===== src/sv/sgrpm_pkg.sv =====
package sgrpm_pkg;

    // sample and gain formats
    localparam int SAMPLE_BITS    = 24;
    localparam int GAIN_FRAC_BITS = 15;
    localparam int GAIN_BITS      = 16;
    localparam int STEP_BITS      = 9;
    localparam int PROD_BITS      = SAMPLE_BITS + GAIN_BITS;
    localparam int ROUND_BITS     = PROD_BITS - GAIN_FRAC_BITS;

    localparam logic [GAIN_BITS-1:0] UNITY_GAIN = GAIN_BITS'(64'd1 << GAIN_FRAC_BITS);
    localparam logic [STEP_BITS-1:0] STEP_RESET = STEP_BITS'(68);
    localparam logic [PROD_BITS-1:0] ROUND_HALF =
        PROD_BITS'(64'd1 << (GAIN_FRAC_BITS - 1));

    localparam logic [SAMPLE_BITS-1:0] NEG_LIMIT = SAMPLE_BITS'(64'd1 << (SAMPLE_BITS - 1));
    localparam logic [SAMPLE_BITS-1:0] POS_LIMIT = NEG_LIMIT - SAMPLE_BITS'(1);

    // configuration port
    localparam int CFG_INDEX_BITS = 1;
    localparam int CFG_DATA_BITS  = 16;

    typedef logic [CFG_INDEX_BITS-1:0] cfg_index_t;
    typedef logic [CFG_DATA_BITS-1:0]  cfg_data_t;

    localparam cfg_index_t REG_TARGET_GAIN = 1'b0;
    localparam cfg_index_t REG_RAMP_STEP   = 1'b1;

    typedef struct packed {
        logic signed [SAMPLE_BITS-1:0] left_sample;
        logic signed [SAMPLE_BITS-1:0] right_sample;
        logic                          left_not_finite;
        logic                          right_not_finite;
        logic                          buffer_last;
    } frame_in_t;

    typedef struct packed {
        logic signed [SAMPLE_BITS-1:0] left_out;
        logic signed [SAMPLE_BITS-1:0] right_out;
        logic        [SAMPLE_BITS-1:0] input_peak_level;
        logic        [SAMPLE_BITS-1:0] output_peak_level;
        logic                          buffer_done;
    } frame_out_t;

    // one scaled channel with the magnitudes the meter needs
    typedef struct packed {
        logic signed [SAMPLE_BITS-1:0] sample_out;
        logic        [SAMPLE_BITS-1:0] in_mag;
        logic        [SAMPLE_BITS-1:0] out_mag;
    } scale_t;

endpackage


===== src/sv/sgrpm_scale.sv =====
module sgrpm_scale (
    input  logic signed [sgrpm_pkg::SAMPLE_BITS-1:0] sample,
    input  logic                                     not_finite,
    input  logic        [sgrpm_pkg::GAIN_BITS-1:0]   gain,
    output sgrpm_pkg::scale_t                        result
);
    import sgrpm_pkg::*;

    logic                   raw_neg;
    logic                   neg;
    logic [SAMPLE_BITS-1:0] raw;
    logic [SAMPLE_BITS-1:0] mag;
    logic [PROD_BITS-1:0]   prod;
    logic [ROUND_BITS-1:0]  rounded;
    logic [SAMPLE_BITS-1:0] sat;

    always_comb
    begin
        raw     = sample;
        raw_neg = raw[SAMPLE_BITS-1];
        neg     = raw_neg && !not_finite;
        // non-finite source reads as zero
        if (not_finite)
        begin
            mag = '0;
        end
        else if (raw_neg)
        begin
            mag = ~raw + SAMPLE_BITS'(1);
        end
        else
        begin
            mag = raw;
        end

        // magnitude times gain, round half away from zero
        prod    = PROD_BITS'(mag) * PROD_BITS'(gain) + ROUND_HALF;
        rounded = prod[PROD_BITS-1:GAIN_FRAC_BITS];

        if (neg)
        begin
            sat = (rounded > ROUND_BITS'(NEG_LIMIT)) ? NEG_LIMIT : rounded[SAMPLE_BITS-1:0];
        end
        else
        begin
            sat = (rounded > ROUND_BITS'(POS_LIMIT)) ? POS_LIMIT : rounded[SAMPLE_BITS-1:0];
        end

        result.sample_out = neg ? (~sat + SAMPLE_BITS'(1)) : sat;
        result.in_mag     = mag;
        result.out_mag    = sat;
    end

endmodule


===== src/sv/sgrpm_gain_ramp.sv =====
module sgrpm_gain_ramp (
    input  logic                              clk,
    input  logic                              rst_n,
    input  logic                              cfg_write,
    input  sgrpm_pkg::cfg_index_t             cfg_index,
    input  sgrpm_pkg::cfg_data_t              cfg_data,
    input  logic                              advance,
    output logic [sgrpm_pkg::GAIN_BITS-1:0]   gain_next
);
    import sgrpm_pkg::*;

    logic [GAIN_BITS-1:0] target_reg;
    logic [STEP_BITS-1:0] step_reg;
    logic [GAIN_BITS-1:0] current_gain_reg;
    logic [GAIN_BITS-1:0] target_clamped;
    logic [GAIN_BITS-1:0] step_wide;
    logic [GAIN_BITS-1:0] diff;

    always_comb
    begin
        target_clamped = (target_reg > UNITY_GAIN) ? UNITY_GAIN : target_reg;
        step_wide      = GAIN_BITS'(step_reg);
        if (target_clamped >= current_gain_reg)
        begin
            diff      = target_clamped - current_gain_reg;
            gain_next = current_gain_reg + ((diff > step_wide) ? step_wide : diff);
        end
        else
        begin
            diff      = current_gain_reg - target_clamped;
            gain_next = current_gain_reg - ((diff > step_wide) ? step_wide : diff);
        end
    end

    always_ff @(posedge clk or negedge rst_n)
    begin
        if (!rst_n)
        begin
            target_reg       <= UNITY_GAIN;
            step_reg         <= STEP_RESET;
            current_gain_reg <= UNITY_GAIN;
        end
        else
        begin
            if (cfg_write)
            begin
                unique case (cfg_index)
                    REG_TARGET_GAIN: target_reg <= cfg_data[GAIN_BITS-1:0];
                    REG_RAMP_STEP:   step_reg   <= cfg_data[STEP_BITS-1:0];
                    default: ;
                endcase
            end
            if (advance)
            begin
                current_gain_reg <= gain_next;
            end
        end
    end

    a_gain_in_range: assert property (@(posedge clk) disable iff (!rst_n)
        current_gain_reg <= UNITY_GAIN)
        else $error("gain left the range 0 to unity");

endmodule


===== src/sv/sgrpm_peak_meter.sv =====
module sgrpm_peak_meter (
    input  logic                                clk,
    input  logic                                rst_n,
    input  logic                                update,
    input  logic                                last,
    input  sgrpm_pkg::scale_t                   left,
    input  sgrpm_pkg::scale_t                   right,
    output logic [sgrpm_pkg::SAMPLE_BITS-1:0]   input_peak,
    output logic [sgrpm_pkg::SAMPLE_BITS-1:0]   output_peak
);
    import sgrpm_pkg::*;

    logic [SAMPLE_BITS-1:0] in_peak_reg;
    logic [SAMPLE_BITS-1:0] out_peak_reg;
    logic [SAMPLE_BITS-1:0] in_max;
    logic [SAMPLE_BITS-1:0] out_max;

    always_comb
    begin
        in_max      = (left.in_mag > right.in_mag) ? left.in_mag : right.in_mag;
        out_max     = (left.out_mag > right.out_mag) ? left.out_mag : right.out_mag;
        input_peak  = (in_max > in_peak_reg) ? in_max : in_peak_reg;
        output_peak = (out_max > out_peak_reg) ? out_max : out_peak_reg;
    end

    always_ff @(posedge clk or negedge rst_n)
    begin
        if (!rst_n)
        begin
            in_peak_reg  <= '0;
            out_peak_reg <= '0;
        end
        else if (update)
        begin
            // clear after the last frame of a buffer
            in_peak_reg  <= last ? '0 : input_peak;
            out_peak_reg <= last ? '0 : output_peak;
        end
    end

    a_clear_after_last: assert property (@(posedge clk) disable iff (!rst_n)
        update && last |=> in_peak_reg == '0 && out_peak_reg == '0)
        else $error("peaks not cleared after last frame");

endmodule


===== src/sv/stereo_gain_ramp_peak_meter_unit.sv =====
// channel  | dir | handshake          | beat
// ---------+-----+--------------------+-----------------------------------------
// in       | in  | in_valid/in_stall  | one stereo frame (frame_in_t)
// out      | out | out_valid/out_stall| scaled frame with running peaks
// cfg      | in  | cfg_valid/cfg_ready| register index and write data
//
// frames pass the input and result registers; one frame per cycle unless out stalls
// the gain ramp (one add and compare) runs as a frame enters the input register,
// the 24x16 multiply, rounding, saturation and peak update run into the result register
// rst_n clears valids, configuration (target unity, step 68), gain and peaks
// an out stall holds the result register; the input register drains into it when free,
// so in_stall rises only while both registers are full and out is stalled
module stereo_gain_ramp_peak_meter_unit (
    input  logic                   clk,
    input  logic                   rst_n,
    input  logic                   in_valid,
    output logic                   in_stall,
    input  sgrpm_pkg::frame_in_t   in_data,
    output logic                   out_valid,
    input  logic                   out_stall,
    output sgrpm_pkg::frame_out_t  out_data,
    input  logic                   cfg_valid,
    output logic                   cfg_ready,
    input  sgrpm_pkg::cfg_index_t  cfg_index,
    input  sgrpm_pkg::cfg_data_t   cfg_data
);
    import sgrpm_pkg::*;

    // input register with the gain this frame uses
    logic                   s1_valid_reg;
    frame_in_t              s1_frame_reg;
    logic [GAIN_BITS-1:0]   s1_gain_reg;

    // result register
    logic                   out_valid_reg;
    frame_out_t             out_data_reg;
    frame_out_t             out_data_next;

    logic                   in_accept;
    logic                   s1_advance;
    logic                   s1_move;
    logic [GAIN_BITS-1:0]   gain_next;
    scale_t                 left_scaled;
    scale_t                 right_scaled;
    logic [SAMPLE_BITS-1:0] input_peak;
    logic [SAMPLE_BITS-1:0] output_peak;

    // config is always taken
    assign cfg_ready = 1'b1;

    // result register free or being drained this cycle
    assign s1_advance = !out_valid_reg || !out_stall;
    assign s1_move    = s1_advance && s1_valid_reg;
    assign in_stall   = s1_valid_reg && !s1_advance;
    assign in_accept  = in_valid && !in_stall;

    // gain moves toward the target once per accepted frame
    sgrpm_gain_ramp u_ramp (
        .clk       (clk),
        .rst_n     (rst_n),
        .cfg_write (cfg_valid && cfg_ready),
        .cfg_index (cfg_index),
        .cfg_data  (cfg_data),
        .advance   (in_accept),
        .gain_next (gain_next)
    );

    sgrpm_scale u_scale_left (
        .sample     (s1_frame_reg.left_sample),
        .not_finite (s1_frame_reg.left_not_finite),
        .gain       (s1_gain_reg),
        .result     (left_scaled)
    );

    sgrpm_scale u_scale_right (
        .sample     (s1_frame_reg.right_sample),
        .not_finite (s1_frame_reg.right_not_finite),
        .gain       (s1_gain_reg),
        .result     (right_scaled)
    );

    // peaks include the frame moving into the result register
    sgrpm_peak_meter u_meter (
        .clk         (clk),
        .rst_n       (rst_n),
        .update      (s1_move),
        .last        (s1_frame_reg.buffer_last),
        .left        (left_scaled),
        .right       (right_scaled),
        .input_peak  (input_peak),
        .output_peak (output_peak)
    );

    always_comb
    begin
        out_data_next.left_out          = left_scaled.sample_out;
        out_data_next.right_out         = right_scaled.sample_out;
        out_data_next.input_peak_level  = input_peak;
        out_data_next.output_peak_level = output_peak;
        out_data_next.buffer_done       = s1_frame_reg.buffer_last;
    end

    // valid bits
    always_ff @(posedge clk or negedge rst_n)
    begin
        if (!rst_n)
        begin
            s1_valid_reg  <= 1'b0;
            out_valid_reg <= 1'b0;
        end
        else
        begin
            if (in_accept)
            begin
                s1_valid_reg <= 1'b1;
            end
            else if (s1_advance)
            begin
                s1_valid_reg <= 1'b0;
            end
            if (s1_advance)
            begin
                out_valid_reg <= s1_valid_reg;
            end
        end
    end

    // payload registers, no reset
    always_ff @(posedge clk)
    begin
        if (in_accept)
        begin
            s1_frame_reg <= in_data;
            s1_gain_reg  <= gain_next;
        end
        if (s1_move)
        begin
            out_data_reg <= out_data_next;
        end
    end

    assign out_valid = out_valid_reg;
    assign out_data  = out_data_reg;

    // a stalled input means a full input register
    a_stall_needs_full: assert property (@(posedge clk) disable iff (!rst_n)
        in_stall |-> s1_valid_reg && out_valid_reg)
        else $error("input stalled with room in the pipeline");

    // gain never exceeds unity, so output magnitude never passes input magnitude
    a_out_peak_bounded: assert property (@(posedge clk) disable iff (!rst_n)
        out_valid |-> out_data.output_peak_level <= out_data.input_peak_level)
        else $error("output peak above input peak");

    // a frame held in the input register is not dropped
    a_s1_held: assert property (@(posedge clk) disable iff (!rst_n)
        s1_valid_reg && !s1_advance |=> s1_valid_reg && $stable(s1_frame_reg))
        else $error("held frame lost from input register");

endmodule

===== config.mk =====
export PLATFORM = sky130hd
export DESIGN_NAME = stereo_gain_ramp_peak_meter_unit
export DESIGN_NICKNAME = d
export VERILOG_FILES = /design/src/sv/sgrpm_pkg.sv /design/src/sv/sgrpm_scale.sv /design/src/sv/sgrpm_gain_ramp.sv /design/src/sv/sgrpm_peak_meter.sv /design/src/sv/stereo_gain_ramp_peak_meter_unit.sv
export SDC_FILE = /design/constraint.sdc
export NUM_CORES = 2
export LEC_CHECK = 0
export ABC_AREA = 1
export BUFFER_PORTS_ARGS = -buffer_cell sky130_fd_sc_hd__buf_4
export CAP_MARGIN = 20
export CORE_MARGIN = 1
export CORE_UTILIZATION = 45
export DETAILED_ROUTE_END_ITERATION = 8
export GPL_TIMING_DRIVEN = 0
export PLACE_DENSITY = 0.61
export RECOVER_POWER = 100
export SLEW_MARGIN = 5
export SYNTH_ARGS = -nofsm -noshare
export SYNTH_HDL_FRONTEND = slang
export SYNTH_SLANG_ARGS = --single-unit

===== constraint.sdc =====
create_clock -name clk -period 14.8 [get_ports clk]
set_input_delay 0.74 -clock clk [delete_from_list [all_inputs] [get_ports clk]]
set_output_delay 0.74 -clock clk [all_outputs]
set_load 0.005 [all_outputs]

==> run_results.csv <==
group,metric,value,unit
synthesis,yosysWarnings,0,
timing,slew_headroom,-119,%
route,via_count,38400,
synthesis,synthCells,5669,
critical_path,start_kind,"flip-flop",
final_layout,largest_register_ffs,97,
critical_path,worstSetupPathType,"flip-flop to flip-flop",
outcome,status,"finished, violations left",
route,via_per_inst,5.34,
synthesis,synth_top_area_share,28.1,%
timing,skew,0.0287,ns
place,numPortBuffers,171,
timing,slew_viol_final,282,
critical_path,cp_slowest_cell,"fa_1",
synthesis,yosysUniqueCellTypes,69,
critical_path,cp.required,15.24,ns
synthesis,syn_area,43800,um^2
critical_path,slowest_delay,0.55,ns
floorplan,fp-row-count,114,
clock_tree,cts_hold_buffers,0,
place,placed_area,46800,um^2
place,place_inst,7123,
timing,rsz0062_at_grt,"no",
min_path,min_from,"in_data[18]",
final_layout,synthToLayoutAreaGrowth,8.64,%
floorplan,io_pins,173,
floorplan,start_util,45.4,%
global_route,grt_pass1_vias,38500,
floorplan,die_w,314,um
route,ant_nets,0,
timing,fin_crit,14.06,ns
synthesis,synth_ff_type,"edfxtp_1",
synthesis,synth_area_leaders,"fa_1 28%, ha_1 12%, edfxtp_1 11%, inv_1 10%, nand2_1 10%",
clock_tree,cts-buffers-inserted,28,
route,drc,0,
place,dp_hpwl,129,mm
outcome,violations,"capacitance limit, slew limit",
synthesis,synth-edff-count,164,
clock_tree,cts.sinks,255,
route,wl,154,mm
timing,clock.fmax,71.1,MHz
floorplan,core_area,96600,um^2
min_path,worstHoldPathCells,1,
critical_path,r2r_slack,0.74,ns
floorplan,die_h,314,um
synthesis,ys_seq_elements,255,
synthesis,yosysSeqAreaShare,16.5,%
clock_tree,cts_buffer_depth,3,
final_layout,finalNonFillerCells,7179,
critical_path,cp.arrival,14.50,ns
synthesis,postSynth.asyncResetShare,35.7,%
critical_path,r2r_cells,60,
global_route,grt_usage,31.8,%
timing,tightest_slew,3.28,ns
global_route,grt_pass1_wl,235,mm
clock_tree,cts_tree,"built",
clock_tree,cts_max_level,1,
synthesis,synth_area_leader_cell,"fa_1",
final_layout,utilization,49.3,%
route,dr.pass1.iters,7,
critical_path,critPathMaxFanout,10,
critical_path,rr_startpoint,"s1_frame_reg[3]",
timing,fin_hold_ws,0.344,ns
critical_path,crit_start,"s1_frame_reg[3]",
global_route,grt_max_degree,60,
synthesis,syn_nets,6774,
place,place.gp.congestion,0.994,
synthesis,syn_area_per_cell,7.73,um^2
global_route,antenna_found_initial,3,
critical_path,endpoint_kind,"flip-flop",
floorplan,die_area,98600,um^2
clock_tree,cts_root_buffer,"clkbuf_16",
final_layout,fin_area,47600,um^2
timing,setup_viol,0,
timing,hold_violations,0,
route,detail_route.wl_per_cell,21.5,um
final_layout,final_common_cell,"inv_1",
route,first_iter_violations,3461,
clock_tree,clk_pin_slew,0.06,ns
timing,fin_crit_sh,95.0,%
global_route,gr-total-overflow,0,
final_layout,layout.nets,6985,
min_path,min_path_type,"input port to flip-flop",
final_layout,most-common-layout-cells,"1,193 x inv_1, 1,191 x nand2_1, 671 x nor2_1",
job,cap_violations,6,
clock_tree,clock_latency,0.60,ns
final_layout,layout-drive-gt1-share,5.71,%
## critical path: cells and delay by family (launching register included)
| kind | cells | cell delay, ns |
|---|---|---|
| AO/OA/AOI/OAI | 11 | 2.69 |
| XOR/XNOR | 1 | 0.20 |
| adder cells (fa/ha/maj) | 10 | 4.15 |
| buffers and inverters | 14 | 2.10 |
| flip-flops | 1 | 0.42 |
| AND/OR/NAND/NOR | 24 | 4.32 |
## final timing paths
| path | end |
|---|---|
| worst min register to register | u_meter.out_peak_reg[12] |
| worst max register to register | out_data[4] |
| worst min-delay path | s1_frame_reg[18] |
| max in group asynchronous | u_ramp.current_gain_reg[0] |
| min in group asynchronous | u_meter.out_peak_reg[0] |
| worst max-delay path | out_data[4] |
## cells by family after synthesis
kind of cell	Yosys count	synth area share, %
and+or+nand+nor	2297	21.7
adders and majority gates	1032	40.0
xor gates and xnor gates	98	1.98
buffers and inverters	1421	12.3
muxes	9	0.229
AOI/OAI and AO/OA	556	7.25
other	1	0.00856
DFF	255	16.5
## cell type report
cell class	count	area [um^2]
Clock buffer	35	772
Buffer	171	721
Multi-Input combinational cell	3993	31200
Fill cell	9690	49000
Inverter	1249	4700
Sequential cell	255	7210
Antenna cell	1	2.50
Timing Repair Buffer	182	1200
Tap cell	1276	1600
Clock inverter	17	171
## repair_timing
item,4_1_cts,5_1_grt
setup endpoints to repair,21,48
setup buffers,0,2
resized for setup,2,27
## cell usage after synthesis, drive strengths merged (3+ instances only)
cell type / count
and2: 28
inv: 1218
mux2: 8
fa: 615
o2111ai: 5
a21boi: 5
nor3: 49
a21o: 22
o21a: 6
nand4: 35
o21bai: 31
a21oi: 188
o221ai: 5
clkinv: 31
nor2: 682
a211oi: 9
nor4: 16
nand3b: 11
o31ai: 5
nand2: 1221
xnor2: 19
or2: 20
dfstp: 4
clkbuf: 146
o21ai: 239
dfrtp: 87
nand3: 230
o211ai: 11
buf: 26
a31oi: 17
edfxtp: 164
and3: 3
ha: 417
xor2: 79
## metrics by stage
step	setup WS (ns)	setup TNS (ns)
floorplan	3.16	0
global placement	-0.0901	-1.13
detailed placement	-0.113	-1.57
CTS	0.0793	0
global route	0.00546	0
finish	0.735	0
## metal layers
layer	share of wire [%]	vias to the layer above	global-route usage, %
met1	42	18700	42.7
met4	4.8	2	13.2
met2	44	1620	49.7
li1	-	17800	-
met3	9.3	300	6.77
met5	0.0052	-	0
Power is left out: the tool's default activity adds up to more than one toggle a clock period on the data nets, which glitch-free logic cannot reach.
